--- config.mk ---
export PLATFORM = sky130hd
export DESIGN_NAME = joystick_event_conditioner_flat
export DESIGN_NICKNAME = d
export VERILOG_FILES = /design/src/sv/jec_pkg.sv /design/src/sv/jec_if.sv /design/src/sv/joystick_event_conditioner.sv /design/src/flat_wrapper.sv
export SDC_FILE = /design/constraint.sdc
export NUM_CORES = 1
export LEC_CHECK = 0
export BUFFER_PORTS_ARGS = -buffer_cell sky130_fd_sc_hd__buf_2
export CAP_MARGIN = 20
export CORE_MARGIN = 2
export CORE_UTILIZATION = 35
export CTS_CLUSTER_DIAMETER = 120
export CTS_CLUSTER_SIZE = 20
export DETAILED_ROUTE_END_ITERATION = 8
export GPL_ROUTABILITY_DRIVEN = 0
export HOLD_SLACK_MARGIN = 0.12
export PLACE_DENSITY = 0.55
export SYNTH_ARGS = -nofsm -noshare
export SYNTH_HDL_FRONTEND = slang
export SYNTH_SLANG_ARGS = --single-unit
export TNS_END_PERCENT = 5
--- constraint.sdc ---
create_clock -name clk -period 5.85 [get_ports clk]
set_input_delay 0.2925 -clock clk [delete_from_list [all_inputs] [get_ports clk]]
set_output_delay 0.2925 -clock clk [all_outputs]
set_load 0.01 [all_outputs]
--- src/sv/jec_pkg.sv ---
// shared constants and widths for the joystick event conditioner
`default_nettype none

package jec_pkg;

  localparam int MAX_BUTTONS_DEF = 16;
  localparam int MAX_AXES_DEF    = 8;

  localparam int EV_TYPE_W  = 8;
  localparam int EV_NUM_W   = 8;
  localparam int EV_VAL_W   = 16;
  localparam int AXIS_IDX_W = 3;
  localparam int AXIS_VAL_W = 16;
  localparam int BTN_BITS_W = 16;
  localparam int BTN_CNT_W  = 5;
  localparam int AXIS_CNT_W = 4;
  localparam int CFG_IDX_W  = 3;
  localparam int CFG_DATA_W = 20;
  localparam int DZ_W       = 15;
  localparam int GAIN_W     = 20;
  localparam int TICKS_W    = 16;
  localparam int PROD_W     = AXIS_VAL_W + GAIN_W;

  // register indexes
  localparam logic [CFG_IDX_W-1:0] REG_STICKY = 3'd0;
  localparam logic [CFG_IDX_W-1:0] REG_DZ     = 3'd1;
  localparam logic [CFG_IDX_W-1:0] REG_GAIN   = 3'd2;
  localparam logic [CFG_IDX_W-1:0] REG_PERIOD = 3'd3;
  localparam logic [CFG_IDX_W-1:0] REG_ACCUM  = 3'd4;

  // register reset values
  localparam logic [DZ_W-1:0]    DZ_RST     = 15'd1638;
  localparam logic [GAIN_W-1:0]  GAIN_RST   = 20'd68985;
  localparam logic [TICKS_W-1:0] PERIOD_RST = 16'd1000;
  localparam logic [TICKS_W-1:0] ACCUM_RST  = 16'd1;

  // request and event kinds
  localparam logic REQ_EVENT = 1'b0;
  localparam logic REQ_TICK  = 1'b1;
  localparam logic [EV_TYPE_W-2:0] KIND_BUTTON = 7'd1;
  localparam logic [EV_TYPE_W-2:0] KIND_AXIS   = 7'd2;

  localparam logic [AXIS_VAL_W-1:0] Q15_MAX = 16'd32767;
  localparam logic [PROD_W-1:0]     ROUND_HALF = 36'd32768;

endpackage

`default_nettype wire

--- src/sv/jec_if.sv ---
// valid/ready channel interfaces for events, results and configuration
`default_nettype none

interface jec_in_if;
  import jec_pkg::*;
  logic                        valid;
  logic                        ready;
  logic                        req_type;
  logic [EV_TYPE_W-1:0]        event_type;
  logic [EV_NUM_W-1:0]         event_number;
  logic signed [EV_VAL_W-1:0]  event_value;
  modport source (output valid, req_type, event_type, event_number, event_value,
                  input ready);
  modport sink (input valid, req_type, event_type, event_number, event_value,
                output ready);
endinterface

interface jec_out_if;
  import jec_pkg::*;
  logic                          valid;
  logic                          ready;
  logic [AXIS_IDX_W-1:0]         axis_index;
  logic signed [AXIS_VAL_W-1:0]  axis_value;
  logic [BTN_BITS_W-1:0]         button_bits;
  logic [BTN_CNT_W-1:0]          button_count;
  logic [AXIS_CNT_W-1:0]         axis_count;
  logic                          last;
  modport source (output valid, axis_index, axis_value, button_bits, button_count,
                  axis_count, last, input ready);
  modport sink (input valid, axis_index, axis_value, button_bits, button_count,
                axis_count, last, output ready);
endinterface

interface jec_cfg_if;
  import jec_pkg::*;
  logic                  valid;
  logic                  ready;
  logic [CFG_IDX_W-1:0]  index;
  logic [CFG_DATA_W-1:0] data;
  modport source (output valid, index, data, input ready);
  modport sink (input valid, index, data, output ready);
endinterface

`default_nettype wire

--- src/sv/joystick_event_conditioner.sv ---
// joystick event conditioner: button/axis state, deadzone and gain, timed publish
// Channels: events (sink) takes joystick events and time ticks, results (source)
// gives one beat per seen axis on each publish, cfg (sink) writes the five
// registers and is always ready.
// Steps: a tick or a button/unknown event is handled in the idle state unless it
// starts a publish. An axis event passes through accept, deadzone, 16x20 multiply
// and round/saturate with the axis memory write.
// A publish has a setup state and then a read and a load state per result beat,
// since the axis memory read is registered; up to eight beats, the last
// with last set. With no axes seen a publish gives a single beat with axis 0.
// events.ready is high only between items; the last result beat sits in the
// output register while the next item is taken.
// Stall: a stalled result beat holds its payload and the publish waits on it.
// Reset: registers return to their defaults, button state and counts clear,
// the countdown loads the default publish period and every axis entry reads
// zero until written (one valid flag per entry, no clearing pass).
`default_nettype none

module joystick_event_conditioner #(
  parameter int MAX_BUTTONS = jec_pkg::MAX_BUTTONS_DEF,
  parameter int MAX_AXES    = jec_pkg::MAX_AXES_DEF
) (
  input wire         clk,
  input wire         rst,
  jec_cfg_if.sink    cfg,
  jec_in_if.sink     events,
  jec_out_if.source  results
);
  import jec_pkg::*;

  localparam int BCW = $clog2(MAX_BUTTONS + 1);
  localparam int ACW = $clog2(MAX_AXES + 1);
  localparam int AW  = (MAX_AXES > 1) ? $clog2(MAX_AXES) : 1;

  localparam logic [2:0] S_IDLE = 3'd0;
  localparam logic [2:0] S_CALC = 3'd1;
  localparam logic [2:0] S_MUL  = 3'd2;
  localparam logic [2:0] S_WR   = 3'd3;
  localparam logic [2:0] S_PUB  = 3'd4;
  localparam logic [2:0] S_RD   = 3'd5;
  localparam logic [2:0] S_LD   = 3'd6;

  logic [2:0] state;

  // configuration
  logic               sticky;
  logic [DZ_W-1:0]    dz;
  logic [GAIN_W-1:0]  gain;
  logic [TICKS_W-1:0] period;
  logic [TICKS_W-1:0] accum;

  // control state
  logic [MAX_BUTTONS-1:0] live;
  logic [MAX_BUTTONS-1:0] prev;
  logic [MAX_BUTTONS-1:0] tog;
  logic [BCW-1:0]         btn_seen;
  logic [ACW-1:0]         ax_seen;
  logic [TICKS_W-1:0]     countdown;
  logic                   gpend;
  logic                   gath;

  // axis datapath
  logic [AW-1:0]               ev_idx;
  logic signed [EV_VAL_W-1:0]  ev_val;
  logic [AXIS_VAL_W-1:0]       mag;
  logic                        neg;
  logic [PROD_W-1:0]           prod;

  // axis memory
  logic [AXIS_VAL_W-1:0] mem [MAX_AXES];
  logic [MAX_AXES-1:0]   vld;
  logic [AXIS_VAL_W-1:0] rd_data;
  logic                  rd_vld;

  // publish
  logic [ACW-1:0]         k;
  logic [MAX_BUTTONS-1:0] pub_bits;

  // output register
  logic                          out_valid;
  logic [AXIS_IDX_W-1:0]         out_idx;
  logic [AXIS_VAL_W-1:0]         out_val;
  logic [BTN_BITS_W-1:0]         out_bits;
  logic [BTN_CNT_W-1:0]          out_bcnt;
  logic [AXIS_CNT_W-1:0]         out_acnt;
  logic                          out_last;

  // decode of the incoming beat
  logic                   in_acc;
  logic [EV_TYPE_W-2:0]   kind;
  logic                   is_btn;
  logic                   is_axis;
  logic                   gp_next;
  logic [MAX_BUTTONS-1:0] live_next;
  logic                   btn_grow;
  logic                   ax_grow;

  always_comb begin
    in_acc  = events.valid && (state == S_IDLE);
    kind    = events.event_type[EV_TYPE_W-2:0];
    is_btn  = (events.req_type == REQ_EVENT) && (kind == KIND_BUTTON)
              && (events.event_number < EV_NUM_W'(MAX_BUTTONS));
    is_axis = (events.req_type == REQ_EVENT) && (kind == KIND_AXIS)
              && (events.event_number < EV_NUM_W'(MAX_AXES));
    if (is_btn) begin
      gp_next = !events.event_type[EV_TYPE_W-1];
    end else if (is_axis) begin
      gp_next = 1'b1;
    end else begin
      gp_next = gpend;
    end
    for (int i = 0; i < MAX_BUTTONS; i++) begin
      live_next[i] = (is_btn && events.event_number == EV_NUM_W'(i))
                     ? (events.event_value != '0) : live[i];
    end
    btn_grow = (9'(events.event_number) + 9'd1) > 9'(btn_seen);
    ax_grow  = (9'(events.event_number) + 9'd1) > 9'(ax_seen);
  end

  // deadzone removal: magnitude and sign of the reduced value
  logic signed [EV_VAL_W:0] v_s;
  logic signed [EV_VAL_W:0] dz_s;
  logic [AXIS_VAL_W-1:0]    mag_c;
  logic                     neg_c;

  always_comb begin
    v_s  = (EV_VAL_W + 1)'(ev_val);
    dz_s = $signed({2'b00, dz});
    neg_c = v_s > dz_s;
    if (v_s < -dz_s) begin
      mag_c = AXIS_VAL_W'(-v_s - dz_s);
    end else if (neg_c) begin
      mag_c = AXIS_VAL_W'(v_s - dz_s);
    end else begin
      mag_c = '0;
    end
  end

  // rounding, saturation and negation
  logic [PROD_W-1:0]     rsum;
  logic [GAIN_W-1:0]     rnd;
  logic [AXIS_VAL_W-1:0] q;
  logic [AXIS_VAL_W-1:0] wdata;

  always_comb begin
    rsum  = prod + ROUND_HALF;
    rnd   = rsum[PROD_W-1:16];
    q     = (rnd > GAIN_W'(Q15_MAX)) ? Q15_MAX : rnd[AXIS_VAL_W-1:0];
    wdata = neg ? (~q + 1'b1) : q;
  end

  // publish beat contents
  logic                  load;
  logic                  is_last;
  logic [ACW-1:0]        k_next;
  logic [MAX_BUTTONS-1:0] tog_next;

  always_comb begin
    load     = (state == S_LD) && (!out_valid || results.ready);
    k_next   = k + 1'b1;
    is_last  = (ax_seen == '0) || ((ACW + 1)'(k) + 1'b1 == (ACW + 1)'(ax_seen));
    tog_next = tog ^ (live & ~prev);
  end

  // axis memory, one write port and one registered read port
  always_ff @(posedge clk) begin
    if (state == S_WR) begin
      mem[ev_idx] <= wdata;
    end
    if (state == S_RD) begin
      rd_data <= mem[k[AW-1:0]];
    end
  end

  // configuration registers
  always_ff @(posedge clk) begin
    if (rst) begin
      sticky <= 1'b0;
      dz     <= DZ_RST;
      gain   <= GAIN_RST;
      period <= PERIOD_RST;
      accum  <= ACCUM_RST;
    end else if (cfg.valid) begin
      unique case (cfg.index)
        REG_STICKY: sticky <= cfg.data[0];
        REG_DZ:     dz     <= cfg.data[DZ_W-1:0];
        REG_GAIN:   gain   <= cfg.data[GAIN_W-1:0];
        REG_PERIOD: period <= cfg.data[TICKS_W-1:0];
        REG_ACCUM:  accum  <= cfg.data[TICKS_W-1:0];
        default: ;
      endcase
    end
  end

  // datapath registers without reset
  always_ff @(posedge clk) begin
    if (in_acc && is_axis) begin
      ev_idx <= events.event_number[AW-1:0];
      ev_val <= events.event_value;
    end
    if (state == S_CALC) begin
      mag <= mag_c;
      neg <= neg_c;
    end
    if (state == S_MUL) begin
      prod <= PROD_W'(mag) * PROD_W'(gain);
    end
    if (state == S_RD) begin
      rd_vld <= vld[k[AW-1:0]];
    end
    if (state == S_PUB) begin
      pub_bits <= sticky ? tog_next : live;
    end
    if (load) begin
      out_idx  <= AXIS_IDX_W'(k);
      out_val  <= (ax_seen == '0 || !rd_vld) ? '0 : rd_data;
      out_bits <= BTN_BITS_W'(pub_bits);
      out_bcnt <= BTN_CNT_W'(btn_seen);
      out_acnt <= AXIS_CNT_W'(ax_seen);
      out_last <= is_last;
    end
  end

  // control
  always_ff @(posedge clk) begin
    if (rst) begin
      state     <= S_IDLE;
      live      <= '0;
      prev      <= '0;
      tog       <= '0;
      btn_seen  <= '0;
      ax_seen   <= '0;
      countdown <= PERIOD_RST;
      gpend     <= 1'b0;
      gath      <= 1'b0;
      vld       <= '0;
      k         <= '0;
      out_valid <= 1'b0;
    end else begin
      if (load) begin
        out_valid <= 1'b1;
      end else if (results.ready) begin
        out_valid <= 1'b0;
      end

      unique case (state)
        S_IDLE: begin
          if (in_acc) begin
            if (events.req_type == REQ_TICK) begin
              if (countdown <= TICKS_W'(1)) begin
                state <= S_PUB;
              end else begin
                countdown <= countdown - 1'b1;
              end
            end else begin
              live  <= live_next;
              gpend <= gp_next;
              if (is_btn && btn_grow) begin
                btn_seen <= BCW'(9'(events.event_number) + 9'd1);
              end
              if (is_axis && ax_grow) begin
                ax_seen <= ACW'(9'(events.event_number) + 9'd1);
              end
              if (!gp_next) begin
                state <= S_PUB;
              end else begin
                if (!gath) begin
                  gath      <= 1'b1;
                  countdown <= accum;
                end
                state <= is_axis ? S_CALC : S_IDLE;
              end
            end
          end
        end
        S_CALC: state <= S_MUL;
        S_MUL:  state <= S_WR;
        S_WR: begin
          vld[ev_idx] <= 1'b1;
          state       <= S_IDLE;
        end
        S_PUB: begin
          if (sticky) begin
            tog  <= tog_next;
            prev <= live;
          end
          gpend     <= 1'b0;
          gath      <= 1'b0;
          countdown <= period;
          k         <= '0;
          state     <= S_RD;
        end
        S_RD: state <= S_LD;
        S_LD: begin
          if (load) begin
            k     <= k_next;
            state <= is_last ? S_IDLE : S_RD;
          end
        end
        default: state <= S_IDLE;
      endcase
    end
  end

  assign events.ready = (state == S_IDLE);
  assign cfg.ready    = 1'b1;

  assign results.valid        = out_valid;
  assign results.axis_index   = out_idx;
  assign results.axis_value   = out_val;
  assign results.button_bits  = out_bits;
  assign results.button_count = out_bcnt;
  assign results.axis_count   = out_acnt;
  assign results.last         = out_last;

endmodule

`default_nettype wire

--- src/flat_wrapper.sv ---
// flat-port wrapper written by rule: the top's interface ports become plain ports
module joystick_event_conditioner_flat import jec_pkg::*;
#(
  parameter int MAX_BUTTONS = jec_pkg::MAX_BUTTONS_DEF,
  parameter int MAX_AXES    = jec_pkg::MAX_AXES_DEF
)
  (clk, rst, cfg_valid, cfg_index, cfg_data, cfg_ready, events_valid, events_req_type, events_event_type, events_event_number, events_event_value, events_ready, results_valid, results_axis_index, results_axis_value, results_button_bits, results_button_count, results_axis_count, results_last, results_ready);
  jec_cfg_if cfg_i ();
  jec_in_if events_i ();
  jec_out_if results_i ();
  input wire clk;
  input wire rst;
  input wire logic [$bits(cfg_i.valid)-1:0] cfg_valid;
  input wire logic [$bits(cfg_i.index)-1:0] cfg_index;
  input wire logic [$bits(cfg_i.data)-1:0] cfg_data;
  output wire logic [$bits(cfg_i.ready)-1:0] cfg_ready;
  input wire logic [$bits(events_i.valid)-1:0] events_valid;
  input wire logic [$bits(events_i.req_type)-1:0] events_req_type;
  input wire logic [$bits(events_i.event_type)-1:0] events_event_type;
  input wire logic [$bits(events_i.event_number)-1:0] events_event_number;
  input wire logic [$bits(events_i.event_value)-1:0] events_event_value;
  output wire logic [$bits(events_i.ready)-1:0] events_ready;
  output wire logic [$bits(results_i.valid)-1:0] results_valid;
  output wire logic [$bits(results_i.axis_index)-1:0] results_axis_index;
  output wire logic [$bits(results_i.axis_value)-1:0] results_axis_value;
  output wire logic [$bits(results_i.button_bits)-1:0] results_button_bits;
  output wire logic [$bits(results_i.button_count)-1:0] results_button_count;
  output wire logic [$bits(results_i.axis_count)-1:0] results_axis_count;
  output wire logic [$bits(results_i.last)-1:0] results_last;
  input wire logic [$bits(results_i.ready)-1:0] results_ready;
  assign cfg_i.valid = cfg_valid;
  assign cfg_i.index = cfg_index;
  assign cfg_i.data = cfg_data;
  assign cfg_ready = cfg_i.ready;
  assign events_i.valid = events_valid;
  assign events_i.req_type = events_req_type;
  assign events_i.event_type = events_event_type;
  assign events_i.event_number = events_event_number;
  assign events_i.event_value = events_event_value;
  assign events_ready = events_i.ready;
  assign results_valid = results_i.valid;
  assign results_axis_index = results_i.axis_index;
  assign results_axis_value = results_i.axis_value;
  assign results_button_bits = results_i.button_bits;
  assign results_button_count = results_i.button_count;
  assign results_axis_count = results_i.axis_count;
  assign results_last = results_i.last;
  assign results_i.ready = results_ready;
  joystick_event_conditioner #(.MAX_BUTTONS(MAX_BUTTONS), .MAX_AXES(MAX_AXES)) u_core (.clk(clk), .rst(rst), .cfg(cfg_i), .events(events_i), .results(results_i));
endmodule
==> summary.md, run 1 <==
| Metric | Value |
|---|---|
| Per-cell routed wire length | `16.28 microns` |
| Final clock skew | `0.01753 ns` |
| Final WL | `69,800 microns` |
| Synthesized flop and latch total | `422` |
| Crit path max-delay family | `adder cells` |
| P&R area growth vs syn | `15.38%` |
| Status | `complete, but fails checks` |
| Die H | `295.1 microns` |
| Leakage | `14.17 nW` |
| Final period util | `103.2%` |
| Async SR Flop Fraction | `0%` |
| Worst Path Class, Setup | `reg2reg` |
| Failing checks | `negative setup slack` |
| Synth warnings | `0` |
| CTS H-tree lvls | `1` |
| Root Buffer | `clkbuf_16` |
| Largest area contributor in the netlist | `edfxtp_1` |
| Slowest CP cell | `fa_1` |
| Vias in the first global route | `20.99k` |
| Max cap viols | `0` |
| Area of the mapped netlist | `29,660 sq um` |
| Type of origin of the critical path | `flip-flop` |
| Initial DRC count | `1,074` |
| Crit end category | `flip-flop` |
| Post-DRT Antenna Nets | `0` |
| Placed wire-length estimate | `52,950 microns` |
| Top cells by area, synth | `edfxtp_1, fa_1, dfxtp_1, ha_1, nand2_1` |
| CORE AREA | `83,820 sq um` |
| Most frequent cell on the critical path | `fa_1` |
| Commonest non-fill, non-tap cell in the layout | `nand2_1` |
| Buf/Inv on CP | `5` |
| Fin cells | `4,287` |
| Post-synth net total | `3,398` |
| CTS tree | `done` |
| # diodes | `0` |
| Most frequent cells in the layout | `nand2_1, inv_1, edfxtp_1, fa_1, ha_1` |
| Power per standard cell area | `345.4 nW/um^2` |
| Die ar. | `87,080 sq um` |
| Ratio of cells with drive above 1 in the final layout | `14.81%` |
| # DRC | `0` |
| CTS sink cnt | `422` |
| Setup slack after layout | `-0.1896 ns` |
| Total number of vias | `20.51k` |
| CP required | `6.18 ns` |
| Tot Pwr | `11.82 mW` |
| Crit path time final | `6.040 ns` |
| Initial antenna violation count | `2` |
| Ys flop type | `edfxtp_1` |
| First-pass GRT wire length | `112,900 microns` |
| Die W | `295.1 microns` |
| Buffers added on ports | `107` |
| EDFF count, synth | `263` |
| Site row count | `106` |
| Synth top area share | `26.63%` |
| Largest net degree at the start of global routing | `86` |
| Sequential share of the synthesized area | `37.36%` |
| First-pass DRT Iterations | `5` |
| Dpl cells | `4,183` |
| CP cell instances | `buf_6 > and2_4 > fa_1 > inv_1 > fa_1 > fa_1 > inv_1 > fa_1 > fa_1 > inv_1 > fa_1 > inv_1 > ha_4 > and4_4 > or3b_4 > a2111oi_2 > o21ai_1 > nand2_4 > o21ai_2 > a311oi_2 > xnor2_1` |
| CTS Buf Count | `25` |
| Syn Inst Count | `2,902` |
| Hold Violations, Final | `0` |
| Synth cell types | `75` |
| Avg Cell Area, Syn | `10.22 sq um` |
| Final slew viol count | `0` |
| Overall Global Routing Usage | `16.12%` |
| Starting density of the core | `35.38%` |
| Clock insertion delay at the later pin of the skew report | `0.58 ns` |
| Final setup viols | `11` |
| Hold/Removal Path Class | `in2reg` |
| Critical Path Max Stage Delay | `0.52 ns` |
| CP arrival | `6.37 ns` |
| # fillers | `8,237` |
| Vias per std cell | `4.785` |
| RSZ-0062 raised after global routing | `yes` |
| Crit-path max FO | `8` |
| Hold_ws | `0.1439 ns` |
| Final net count | `3,631` |
| Peak supply drop | `0.4129 mV` |
| Slew HR | `27.15%` |
| Clk slew on worst S/H paths | `0.09 ns` |
| Worst slack at placement | `-0.3380 ns` |
| Clock buffer depth | `3` |
| I/O pin cnt | `109` |
| Worst-Margin Slew | `1.093 ns` |
| Fmax | `0.1656 GHz` |
| Gr ovfl total | `0` |
-- worst min-delay path, stage by stage --
cell and delay, ns:
buf_2 0.12, nor2_1 0.08, nand3_1 0.08, a21oi_1 0.08
-- report_power, final --
group	internal (mW)	switching, mW	total [mW]
logic	3.29	3.17	6.45
clock network	0.842	1.00	1.84
registers	3.42	0.0950	3.52
-- routing by layer --
layer	up-vias	global-route usage [%]	share of wire, %
li1	10130	-	-
met1	10040	22.97	49
met2	275	26.84	46
met3	64	1.722	3.0
met4	2	2.761	1.7
met5	-	0	0.021
-- synthesized netlist by cell type (6+ instances only) --
| master | n |
|---|---|
| and3_1 | 10 |
| fa_1 | 251 |
| clkbuf_1 | 122 |
| edfxtp_1 | 263 |
| inv_1 | 358 |
| nand2b_1 | 16 |
| and2_1 | 163 |
| nand4_1 | 14 |
| ha_1 | 184 |
| a31oi_1 | 10 |
| nor2b_1 | 19 |
| xor2_1 | 43 |
| nand3b_1 | 42 |
| o21ba_2 | 6 |
| or2_2 | 7 |
| nand2_1 | 421 |
| a211o_1 | 8 |
| xnor2_1 | 62 |
| o21ai_0 | 41 |
| or3_1 | 12 |
| nor4_1 | 14 |
| mux2i_1 | 40 |
| mux2_2 | 18 |
| dfxtp_1 | 159 |
| o21bai_1 | 6 |
| a211oi_1 | 33 |
| nor3_1 | 44 |
| a21o_1 | 21 |
| mux4_2 | 34 |
| and4_1 | 7 |
| a21oi_1 | 153 |
| o211ai_1 | 7 |
| buf_1 | 6 |
| nand3_1 | 47 |
| o21a_1 | 16 |
| o31ai_1 | 15 |
| nor2_1 | 150 |
| a22oi_1 | 8 |
-- cell families after synthesis --
kind of cell,share of synthesized area [%]
XOR/XNOR,3.101
other,0.01264
AO/OA/AOI/OAI,7.881
flip-flops,37.36
AND/OR/NAND/NOR,16.04
buffers and inverters,6.290
multiplexers,4.615
adder cells (fa/ha/maj),24.70
-- stage by stage --
stage	TNS, ns	instance area [sq um]	utilization [%]
finish	-0.9525	34220	40.82
detailed placement	-3.769	32800	39.13
global placement	-3.612	32760	39.08
floorplan	0	29870	-
global route	-4.521	34220	40.82
CTS	-0.9628	34170	40.76
-- area by class of cell --
cell class	instances	area, sq um	share of cell area [%]
well taps	1134	1419	4.146
inverters	358	1344	3.927
repair buffers	340	2626	7.675
multi-input cells	1988	17000	49.68
clock inverters	2	25.02	0.07313
flip-flops and latches	422	11090	32.40
clock buffers	43	715.7	2.091
-- sequential cells by signal (all words and copies together) (netlist names), 15 cells and up --
signal / flops
u_core.mem: 128
u_core.prod: 21
u_core.gain: 20
u_core.accum: 16
u_core.countdown: 16
u_core.ev_val: 16
u_core.live: 16
u_core.mag: 16
u_core.period: 16
u_core.prev: 16
u_core.pub_bits: 16
u_core.rd_data: 16
u_core.results.axis_value: 16
u_core.results.button_bits: 16
u_core.tog: 16
u_core.dz: 15
-- final timing paths --
| path | startpoint | to | slack (ns) | depth (start not counted) |
|---|---|---|---|---|
| setup reg to reg | u_core.mag[6] | u_core.prod[35] | -0.19 | 21 |
| hold / removal | cfg_index[1] | u_core.sticky | 0.14 | 4 |
| setup / recovery | u_core.mag[6] | u_core.prod[35] | -0.19 | 21 |
| hold reg to reg | u_core.pub_bits[14] | u_core.results.button_bits[14] | 0.43 | 0 |
-- repair_timing --
action,CTS,global route
hold endpoints to repair,90,0
setup buffers,16,0
pin swaps,24,1
hold buffers,41,0
gates resized for setup,33,6
endpoints found under the setup margin,19,20
cloned,0,0
(Power assumes the default switching activity.)
==> run 2: changes to the inputs <==
Settings changed: ABC_AREA from default to 1, CELL_PAD_IN_SITES_DETAIL_PLACEMENT from default to 1, CELL_PAD_IN_SITES_GLOBAL_PLACEMENT from default to 2, PLACE_DENSITY 0.55 to 0.79.
==> run 2 against run 1 <==
  * Via count increased by 14%
  * Highest routed layer is now met4
  * Final cell count up 14%
  * Critical path type unchanged
  * Sequential share of layout area down 0.44 points
  * The flow now finishes without violations
  * Clock-buffer cell count unchanged
  * Non-clock buffer count shrank 41
  * Sequential power up 1%
==> summary.md, run 2 <==
| Metric | Value |
|---|---|
| Synth top area share | `25.97% (-0.65 points)` |
| Top Registers | `u_core.mem x128, u_core.prod x21, u_core.gain x20` |
| Die ar. | `89,250 sq um (+2.5%)` |
| Synth warnings | `0 (unchanged)` |
| Synth Area in Adders | `24.10% (-0.61 points)` |
| Max reg flops | `128 (unchanged)` |
| Gr ovfl total | `0 (unchanged)` |
| Vias in the first global route | `24.91k (+19%)` |
| Final setup viols | `0 (-11)` |
| CTS Buf Count | `27 (+8.0%)` |
| Fin cells | `4,895 (+14%)` |
| Clock insertion delay at the later pin of the skew report | `0.62 ns (+0.04 ns)` |
| Top cells by area, synth | `edfxtp_1, fa_1, dfxtp_1, inv_1, nand2_1` |
| Async SR Flop Fraction | `0% (unchanged)` |
| Final net count | `4,215 (+16%)` |
| Syn Inst Count | `3,542 (+22%)` |
| CORE AREA | `86,480 sq um (+3.2%)` |
| Die H | `298.7 microns (+1.2%)` |
| Vias per std cell | `4.781 (about the same)` |
| Ys flop type | `edfxtp_1` |
| # fillers | `10.30k (+25%)` |
| Most frequent cells in the layout | `inv_1, nand2_1, nor2_1, edfxtp_1, fa_1` |
| CP arrival | `6.02 ns (-0.35 ns)` |
| Total number of vias | `23.40k (+14%)` |
| Die W | `298.7 microns (+1.2%)` |
| Starting density of the core | `35.16% (-0.23 points)` |
| P&R area growth vs syn | `14.18%` |
| Largest net degree at the start of global routing | `71 (-17%)` |
| Area of the mapped netlist | `30,410 sq um (+2.5%)` |
| Net Switching | `5.835 mW (+37%)` |
| Critical Path Max Stage Delay | `0.54 ns (+0.02 ns)` |
| Largest Register | `u_core.mem` |
| CTS sink cnt | `422 (unchanged)` |
| Per-cell routed wire length | `17.41 microns (+6.9%)` |
| Most frequent cell after synthesis | `inv_1` |
| Crit-path max FO | `5 (-3)` |
| Sequential share of the synthesized area | `36.44% (-0.92 points)` |
| Placed wire-length estimate | `63,890 microns (+21%)` |
| Peak supply drop | `0.5527 mV (+34%)` |
| Largest area contributor in the netlist | `edfxtp_1` |
| Type of origin of the critical path | `flip-flop` |
| Final period util | `96.47% (-6.8 points)` |
| Util after Layout | `40.14% (-0.68 points)` |
| Root Buffer | `clkbuf_16` |
| Post-DRT Antenna Nets | `0 (unchanged)` |
| Final clock skew | `0.02141 ns (+0.003887 ns)` |
| Post-synth net total | `4,038 (+19%)` |
| Leakage | `15.89 nW (+12%)` |
| Synth top cells by count | `inv_1, nand2_1, nor2_1` |
| Synthesized flop and latch total | `422 (unchanged)` |
| CTS tree | `done` |
| Slew HR | `37.59% (+10 points)` |
| Dpl cells | `4,788 (+14%)` |
| Crit end category | `flip-flop` |
| Buf/Inv on CP | `7 (+2)` |
| Ratio of cells with drive above 1 in the final layout | `10.43% (-4.4 points)` |
| EDFF count, synth | `263 (unchanged)` |
| Combinational family with the most area after synthesis | `adder cells` |
| # diodes | `0 (unchanged)` |
| CP required | `6.23 ns (+0.05 ns)` |
| Clk slew on worst S/H paths | `0.09 ns (about the same)` |
| Mux cell area share after synthesis | `0% (-4.6 points)` |
| Final WL | `85,210 microns (+22%)` |
| Initial antenna violation count | `0 (-2)` |
| Combinational share of power | `59.2% (+4.6 points)` |
| I/O pin cnt | `109 (unchanged)` |
| Commonest non-fill, non-tap cell in the layout | `inv_1` |
| CP cell instances | `buf_6 > clkbuf_16 > nand2_1 > inv_1 > fa_1 > inv_1 > fa_1 > fa_1 > inv_1 > fa_1 > fa_1 > inv_1 > fa_1 > inv_1 > ha_4 > a21oi_2 > o21ai_1 > a21oi_2 > nand2_2 > nand2_2 > o21bai_4 > nand2_1 > nand2_1 > xor2_1` |
| First-pass DRT Iterations | `4 (-1)` |
| Complex-gate fraction of the synthesized area | `9.621% (+1.7 points)` |
| Register share of total power | `26.1% (-3.7 points)` |
| # DRC | `0 (unchanged)` |
| Clock buffer depth | `3 (unchanged)` |
| First-pass GRT wire length | `137,000 microns (+21%)` |
| Fmax | `0.1772 GHz (+7.0%)` |
| Status | `complete, no violations` |
| Avg Cell Area, Syn | `8.584 sq um (-16%)` |
| Power per standard cell area | `393.8 nW/um^2 (+14%)` |
| Crit path max-delay family | `adder cells` |
| Synth cell types | `49 (-35%)` |
| Max cap viols | `0 (unchanged)` |
| Slowest CP cell | `fa_1` |
| Simple-gate share of the synthesized area | `16.38% (+0.34 points)` |
| CTS H-tree lvls | `1 (unchanged)` |
| Crit path time final | `5.643 ns (-0.3962 ns)` |
| Buffers added on ports | `107 (unchanged)` |
| Hold Violations, Final | `0 (unchanged)` |
| Pint | `7.837 mW (+3.8%)` |
| Initial DRC count | `959 (-11%)` |
| Worst-Margin Slew | `0.9361 ns (-0.1567 ns)` |
| Overall Global Routing Usage | `19.18% (+3.1 points)` |
| Worst Path Class, Setup | `reg2reg` |
| Final slew viol count | `0 (unchanged)` |
| Most frequent cell on the critical path | `fa_1` |
| Hold/Removal Path Class | `in2reg` |
| Clk network pwr share | `14.7% (-0.9 points)` |
| Site row count | `108 (+1.9%)` |
| Post-Synth XOR/XNOR Area | `3.082% (-0.019 points)` |
| Switching share of power | `42.68% (+6.6 points)` |
| RSZ-0062 raised after global routing | `yes` |
-- run 2: power by group through the flow --
| stage | clock, mW | sequential, mW | combinational (mW) |
|---|---|---|---|
| 2_1_floorplan | 0 | 3.60 | 4.33 |
| 3_3_place_gp | 0 | 3.64 | 6.78 |
| 3_5_place_dp | 0 | 3.64 | 6.88 |
| 4_1_cts | 2.07 | 3.57 | 6.99 |
| 5_1_grt | 2.16 | 3.59 | 9.16 |
| 6_report | 2.01 | 3.57 | 8.10 |
-- run 2: final timing paths --
kind	slack (ns)	depth (start not counted)	end	startpoint
setup / recovery	0.21	24	u_core.prod[28]	u_core.mag[6]
hold reg to reg	0.42	0	u_core.results.button_bits[12]	u_core.pub_bits[12]
setup reg to reg	0.21	24	u_core.prod[28]	u_core.mag[6]
hold / removal	0.18	5	u_core.sticky	cfg_valid
-- run 2: cell type report --
cell class / instances / area, sq um / share of cell area, %
clock buffers: 43 / 735.7 / 2.119
clock inverters: 7 / 88.84 / 0.2559
inverters: 686 / 2576 / 7.421
multi-input cells: 2283 / 16520 / 47.59
flip-flops and latches: 422 / 11100 / 31.96
well taps: 1155 / 1445 / 4.163
repair buffers: 299 / 2253 / 6.491
-- run 2: cells by family after synthesis --
family,after synthesis
AND/OR/NAND/NOR,1220
buffers and inverters,837
AO/OA/AOI/OAI,520
adder cells (fa/ha/maj),435
flip-flops,422
XOR/XNOR,107
other,1
-- run 2: what timing repair did --
item                       4_1_cts  5_1_grt
hold buffers                    45        0
hold endpoints to repair        88        0
resized for setup                3       76
setup buffers                    6        3
pin swaps                        0       22
cloned                           0        2
setup endpoints to repair        6       18
-- run 2: metal layers --
metal  global-route usage [%]  part of all wire, %
met1                    25.70                   47
met3                    1.854                  2.5
met2                    33.74                   49
met5                        0                    0
met4                    3.833                  2.1
-- run 2: worst register-to-register path: stages (launching register included) --
cell and delay [ns]:
edfxtp_1 0.39, buf_6 0.16, clkbuf_16 0.16, nand2_1 0.06, inv_1 0.05, fa_1 0.53, inv_1 0.06, fa_1 0.49
fa_1 0.51, inv_1 0.05, fa_1 0.46, fa_1 0.54, inv_1 0.06, fa_1 0.53, inv_1 0.06, ha_4 0.26
a21oi_2 0.20, o21ai_1 0.11, a21oi_2 0.13, nand2_2 0.09, nand2_2 0.12, o21bai_4 0.10, nand2_1 0.08, nand2_1 0.07
xor2_1 0.16
-- run 2: stage by stage --
| stage | setup slack [ns] | hold WS [ns] | instance area [sq um] | setup TNS [ns] | power, mW |
|---|---|---|---|---|---|
| 4_1_cts | 0.008245 | 0.1543 | 34300 | 0 | 12.63 |
| 2_1_floorplan | 0.2438 | 0.3825 | 30410 | 0 | 7.921 |
| 3_5_place_dp | -0.05711 | 0.4063 | 32980 | -0.1702 | 10.52 |
| 5_1_grt | -0.04618 | 0.1923 | 34720 | -0.1515 | 14.91 |
| 6_report | 0.2066 | 0.1819 | 34720 | 0 | 13.67 |
| 3_3_place_gp | 0.05176 | 0.4016 | 32980 | 0 | 10.42 |
==> run 3: changes to the inputs <==
Settings changed: CORE_ASPECT_RATIO from default to 2, CORE_MARGIN 2 to default.
==> run 3 against run 2 <==
  * Hold slack lost 0.024 ns
  * Design area grew 0.43%
  * Final cell count rose by 0.29%
  * Register-to-register slack got worse by 0.05 ns
  * Critical path depth decreased by 1
  * Combinational power grew 2%
  * Die area down 1.3%
  * Power increased by 0.27%
  * Highest routed layer unchanged
  * First-iteration DRC count rose by 8.3%
  * Clock power fell by 8%
  * Clock skew increased by 0.019 ns
  * Via count rose by 3.1%
==> summary.md, run 3 (synthesized netlist as in run 2, its figures left out) <==
| Metric | Value |
|---|---|
| Overall Global Routing Usage | `21.76% (+2.6 points)` |
| Pint | `7.814 mW (-0.30%)` |
| Leakage | `15.95 nW (+0.33%)` |
| Fmax | `0.1757 GHz (-0.82%)` |
| Starting density of the core | `35.37% (+0.21 points)` |
| Max reg flops | `128 (unchanged)` |
| Gr ovfl total | `0 (unchanged)` |
| First-pass DRT Iterations | `4 (unchanged)` |
| Fin cells | `4,909 (+0.29%)` |
| Vias per std cell | `4.912 (+2.8%)` |
| Most frequent cells in the layout | `inv_1, nand2_1, nor2_1, edfxtp_1, fa_1` |
| Util after Layout | `40.56% (+0.41 points)` |
| # DRC | `0 (unchanged)` |
| CP required | `6.18 ns (-0.05 ns)` |
| Vias in the first global route | `26.56k (+6.6%)` |
| First-pass GRT wire length | `146,800 microns (+7.2%)` |
| Die H | `418.8 microns (+40%)` |
| Root Buffer | `clkbuf_16` |
| Clock buffer depth | `3 (unchanged)` |
| Tot Pwr | `13.71 mW (+0.27%)` |
| Crit end category | `flip-flop` |
| Site row count | `152 (+41%)` |
| Max cap viols | `0 (unchanged)` |
| Final clock skew | `0.04051 ns (+0.01909 ns)` |
| Buffers added on ports | `107 (unchanged)` |
| Post-DRT Antenna Nets | `0 (unchanged)` |
| Type of origin of the critical path | `flip-flop` |
| Register share of total power | `26.0% (about the same)` |
| Die W | `210.4 microns (-30%)` |
| I/O pin cnt | `109 (unchanged)` |
| Setup slack after layout | `0.1598 ns (-0.04682 ns)` |
| Die ar. | `88,130 sq um (-1.3%)` |
| CTS sink cnt | `422 (unchanged)` |
| Status | `complete, no violations` |
| Peak supply drop | `0.4533 mV (-18%)` |
| Initial DRC count | `1,039 (+8.3%)` |
| Switching share of power | `43.00% (+0.32 points)` |
| Hold/Removal Path Class | `in2reg` |
| Setup TNS | `0 ns (unchanged)` |
| Clk network pwr share | `13.5% (-1.2 points)` |
| Area after DPL | `33,000 sq um (about the same)` |
| CTS tree | `done` |
| Post-route cell area | `34,860 sq um (+0.43%)` |
| Clk slew on worst S/H paths | `0.09 ns (about the same)` |
| CTS Buf Count | `25 (-7.4%)` |
| Final slew viol count | `0 (unchanged)` |
| Top Registers | `u_core.mem x128, u_core.prod x21, u_core.gain x20` |
| Hold Violations, Final | `0 (unchanged)` |
| Placed wire-length estimate | `72,940 microns (+14%)` |
| P&R area growth vs syn | `14.67%` |
| CORE AREA | `85,960 sq um (-0.60%)` |
| Power per standard cell area | `393.2 nW/um^2 (-0.16%)` |
| Final setup viols | `0 (unchanged)` |
| Commonest non-fill, non-tap cell in the layout | `inv_1` |
| Hold_ws | `0.1576 ns (-0.02430 ns)` |
| Slew HR | `36.43% (-1.2 points)` |
| Dpl cells | `4,789 (+0.021%)` |
| Crit path time final | `5.690 ns (+0.04682 ns)` |
| Clock insertion delay at the later pin of the skew report | `0.60 ns (-0.02 ns)` |
| RSZ-0062 raised after global routing | `yes` |
| Crit-path max FO | `5 (unchanged)` |
| Largest Register | `u_core.mem` |
| Worst slack at placement | `-0.1634 ns (-0.1063 ns)` |
| Per-cell routed wire length | `19.26 microns (+11%)` |
| Combinational share of power | `60.5% (+1.3 points)` |
| Total number of vias | `24.12k (+3.1%)` |
| CTS H-tree lvls | `1 (unchanged)` |
| Ratio of cells with drive above 1 in the final layout | `11.16% (+0.74 points)` |
| Final period util | `97.27% (+0.80 points)` |
| Net Switching | `5.895 mW (+1.0%)` |
| CP arrival | `6.02 ns (about the same)` |
| Initial antenna violation count | `1 (+1)` |
| Worst Path Class, Setup | `reg2reg` |
| Worst-Margin Slew | `0.9526 ns (+0.01641 ns)` |
| Final WL | `94,560 microns (+11%)` |
| Largest net degree at the start of global routing | `76 (+7.0%)` |
| Final net count | `4,232 (+0.40%)` |
## run 3: cell count changes in the layout (fill, tap and decap cells not counted), sizes merged
cell | previous run | this run
buf | 252 | 269
clkinv | 3 | 1
inv | 690 | 688
diode | 0 | 1
## run 3: final cells by class
cell class | count | area [sq um]
flip-flops and latches | 422 | 11090
fillers | 10180 | 51100
multi-input cells | 2283 | 16580
diodes | 1 | 2.502
repair buffers | 318 | 2452
clock buffers | 41 | 685.7
inverters | 686 | 2576
clock inverters | 3 | 31.28
well taps | 1155 | 1445
## run 3: path summary, 6_finish.rpt
kind / start / to / slack [ns] / cells past startpoint
max: u_core.mag[5] / u_core.prod[31] / 0.16 / 23
min reg2reg: u_core.pub_bits[6] / u_core.results.button_bits[6] / 0.43 / 0
min: events_valid / u_core.state[0] / 0.16 / 5
max reg2reg: u_core.mag[5] / u_core.prod[31] / 0.16 / 23
## run 3: repair_timing
item                       4_1_cts  5_1_grt
cloned                           0        4
setup endpoints to repair       14       21
hold buffers                    45        0
hold endpoints to repair        84        0
setup buffers                   11       14
pin swaps                        0       51
resized for setup                8       93
## run 3: power by group through the flow
stage	registers (mW)	clock network, mW	logic, mW
global route	3.58	1.98	9.26
global placement	3.63	0	7.11
finish	3.57	1.85	8.29
floorplan	3.60	0	4.33
CTS	3.57	1.90	7.29
detailed placement	3.64	0	7.17
## run 3: metal layers
layer	wire length, microns	track usage, %	part of all wire (%)	vias to the layer above
met4	5674	11.63	6.0	0
met5	0	0	0	-
met1	33080	21.12	35	12000
met2	54030	44.69	57	393
met3	1773	1.213	1.9	205
li1	-	-	-	11520
## run 3: critical path, stage by stage (launching register included)
cell and delay [ns]:
edfxtp_1 0.40, buf_6 0.16, buf_12 0.13, nand2_1 0.06
inv_1 0.05, fa_1 0.50, inv_1 0.05, fa_1 0.47
fa_1 0.51, inv_1 0.05, fa_1 0.53, fa_1 0.56
inv_1 0.06, fa_1 0.56, inv_1 0.07, ha_4 0.26
a21oi_4 0.18, buf_4 0.13, o21a_1 0.16, nand2_1 0.09
buf_4 0.14, nand4_1 0.07, nand2_1 0.08, xor2_1 0.15
